`src/sv/ske_fifo.sv`:
```
// Two-entry queue that carries finished series descriptors from the front
// end to the back end. Self-contained.
module ske_fifo #(
  parameter int unsigned W = 8
) (
  input  logic         clk_i,
  input  logic         rst_ni,
  input  logic         push_i,
  input  logic [W-1:0] data_i,
  output logic         full_o,
  output logic         empty_o,
  input  logic         pop_i,
  output logic [W-1:0] data_o
);

  logic [W-1:0] mem [2];
  logic         wr_ptr_q, rd_ptr_q;
  logic [1:0]   fill_q;
  logic         do_push, do_pop;

  assign full_o  = fill_q[1];
  assign empty_o = (fill_q == 2'd0);
  assign do_push = push_i && !full_o;
  assign do_pop  = pop_i && !empty_o;
  assign data_o  = mem[rd_ptr_q];

  always_ff @(posedge clk_i or negedge rst_ni) begin
    if (!rst_ni) begin
      wr_ptr_q <= 1'b0;
      rd_ptr_q <= 1'b0;
      fill_q   <= 2'd0;
    end else begin
      if (do_push) begin
        wr_ptr_q <= !wr_ptr_q;
      end
      if (do_pop) begin
        rd_ptr_q <= !rd_ptr_q;
      end
      if (do_push && !do_pop) begin
        fill_q <= fill_q + 2'd1;
      end else if (do_pop && !do_push) begin
        fill_q <= fill_q - 2'd1;
      end
    end
  end

  always_ff @(posedge clk_i) begin
    if (do_push) begin
      mem[wr_ptr_q] <= data_i;
    end
  end

endmodule

```
`config.mk`:
```
export PLATFORM = sky130hd
export DESIGN_NAME = ske_fifo
export DESIGN_NICKNAME = d
export VERILOG_FILES = /design/src/sv/ske_fifo.sv
export SDC_FILE = /design/constraint.sdc
export NUM_CORES = 1
export LEC_CHECK = 0
export BUFFER_PORTS_ARGS = -buffer_cell sky130_fd_sc_hd__buf_2
export CELL_PAD_IN_SITES_DETAIL_PLACEMENT = 1
export CELL_PAD_IN_SITES_GLOBAL_PLACEMENT = 1
export CORE_MARGIN = 4
export CORE_UTILIZATION = 40
export DETAILED_ROUTE_END_ITERATION = 8
export PLACE_DENSITY_LB_ADDON = 0.15
export SYNTH_ARGS = -nofsm -noshare
export SYNTH_HDL_FRONTEND = slang
export SYNTH_SLANG_ARGS = --single-unit
```
`constraint.sdc`:
```
create_clock -name clk_i -period 1.5 [get_ports clk_i]
set_input_delay 0.225 -clock clk_i [delete_from_list [all_inputs] [get_ports clk_i]]
set_output_delay 0.225 -clock clk_i [all_outputs]
set_load 0.005 [all_outputs]
```
==> out/metrics.csv <==
metric;value;unit
cts.clk_slew.worst_paths;110;ps
vias;448;
htree_levels;1;
min-delay-start;data_i[3];
slew_headroom;86.9;%
finalSetupViolCount;0;
avgSynthCellArea;18.2;um^2
slew_viol_final;0;
cp.arrival;1260;ps
ir_worst_vdd;0.00137;V
gp_congestion;0.715;
cts_buffer_depth;2;
syn-num-nets;55;
synth_cell_type_count;12;
area_growth_syn_to_layout;33.6;%
hp-class;input pin to flip-flop;
status;completed;
stdcell_count;99;
fin_nets;88;
dp_hpwl;972;um
reg2regPathDepth;6;
dr.pass1.iters;2;
antenna_found_initial;0;
die_x;51.7;um
final_cell_mix;21 x buf_2, 16 x edfxtp_1, 8 x mux2_2;
finalCritPeriodShare;99.0;%
yosysWarnings;0;
whs;103;ps
r2r_start;fill_q[1]$_DFFE_PN0P_;
cts_tree;yes;
worstMarginPinSlew;195;ps
start_kind;flip-flop;
p_leak;0.422;nW
netlist_instances;42;
drive_gt1_share;56.8;%
nFillCells;189;
clock-sinks;20;
rows;15;
grt-ovfl-total;0;
clock_skew;6.73;ps
antenna_left;0;
grt_start_max_net_pins;13;
timing.fmax;673;MHz
viasPerCell;4.53;
cts_buffers;3;
grt_pass1_vias;481;
powerDensity;1870;nW/um^2
drt_wl_total;1350;um
worstPathRequired;1270;ps
n_antenna_cell;0;
drc;0;
rsz0062_at_grt;yes;
final_common_cell;buf_2;
crit_fanout;5;
worstSetupPathType;flip-flop to output pin;
io_pins;22;
grt_pass1_wl;2190;um
start_util;43.3;%
io_buffers;21;
whs_path_depth;1;
post-place-cells;91;
synth-seq-cells;20;
timing.rr.end;fill_q[1]$_DFFE_PN0P_;
die_area;2670;um^2
coreArea;1760;um^2
hold_end;mem[0][3]$_DFFE_PP_;
netlist_area;764;um^2
endpoint_kind;output pin;
period_needed;1490;ps
clkLatencyLatePin;300;ps
cts_root_buf;clkbuf_4;
grtUsageTotal;11.6;%
cap_viol_max_count;0;
die_h;51.7;um
post_drt_wl_per_cell;13.6;um
r2r_setup_slack;100;ps
final_hold_viol_count;0;
yosysSeqAreaShare;75.9;%
drt_iter0_drc;3;
## final cells by class
| cell class | count | area [um^2] | area share [%] |
|---|---|---|---|
| inverters | 1 | 3.75 | 0.368 |
| well taps | 25 | 31.3 | 3.06 |
| repair buffers | 29 | 175 | 17.2 |
| flip-flops and latches | 20 | 583 | 57.1 |
| clock buffers | 3 | 22.5 | 2.21 |
| multi-input cells | 20 | 175 | 17.2 |
| clock inverters | 1 | 30.0 | 2.94 |
## report_power, final
group	switching [W]	internal [W]	total (W)	leakage [nW]
clock network	0.000161	0.000270	0.000431	0.0279
registers	0.0000787	0.000759	0.000837	0.192
logic	0.000266	0.000379	0.000645	0.202
total	0.000506	0.00141	0.00191	0.422
## cells in the mapped netlist
cell / n / area, um^2
and2_1: 1 / 6.26
buf_2: 1 / 5.00
dfrtp_1: 4 / 100
edfxtp_1: 16 / 480
ha_1: 1 / 12.5
inv_1: 1 / 3.75
mux2_2: 8 / 90.1
nand2b_1: 1 / 6.26
nor2_1: 3 / 11.3
o21ai_1: 1 / 5.00
xnor2_1: 3 / 26.3
xor2_1: 2 / 17.5
## per-layer routing
metal / track usage (%) / up-vias / share of wire (%)
li1: - / 215 / -
met1: 14.2 / 219 / 43
met2: 18.9 / 12 / 53
met3: 2.58 / 2 / 3.3
met4: 6.55 / 0 / 1.1
met5: 0 / - / 0
## kinds of logic after synthesis
group	count (synthesis)	synth area share, %
flip-flops	20	75.9
multiplexers	8	11.8
XOR/XNOR	5	5.73
AND/OR/NAND/NOR	5	3.11
buffers and inverters	2	1.14
AO/OA/AOI/OAI	1	0.654
adder cells (fa/ha/maj)	1	1.64
## stage by stage
stage               TNS [ps]  util [%]  power (W)  setup slack [ps]  cell area [um^2]
floorplan                  0         -    0.00117               145               764
global placement           0      52.5    0.00139               149               926
detailed placement         0      52.5    0.00141              81.5               926
CTS                    -8.91      57.6    0.00193             -3.40              1020
global route            -419      57.9    0.00205             -57.7              1020
finish                     0      57.9    0.00191              14.9              1020
## worst max-delay path, cell delays in order (launching register included)
cell and delay, ps:
dfrtp_2 390, buf_6 120, mux2_2 330, buf_2 130
## state kept, by name, indices dropped and copies added (netlist names)
signal and count:
wr_ptr_q 1, mem 16, rd_ptr_q 1, fill_q 2
## what timing repair did
item                       4_1_cts  5_1_grt
setup endpoints to repair        8        9
hold buffers                     1        0
gates resized for setup          4        2
buffers inserted                 3        0
hold endpoints to repair         4        0
## worst max path at each step
stage                                     start                     to  slack [ps]
final                      rd_ptr_q$_DFFE_PN0P_              data_o[5]          10
after global placement    fill_q[1]$_DFFE_PN0P_  fill_q[1]$_DFFE_PN0P_         150
after CTS                  rd_ptr_q$_DFFE_PN0P_              data_o[2]          -3
after global routing       rd_ptr_q$_DFFE_PN0P_              data_o[6]         -60
after floorplan           fill_q[1]$_DFFE_PN0P_    mem[0][0]$_DFFE_PP_         140
after detailed placement  fill_q[1]$_DFFE_PN0P_  fill_q[1]$_DFFE_PN0P_          80
Power figures use the tool's default switching activity.
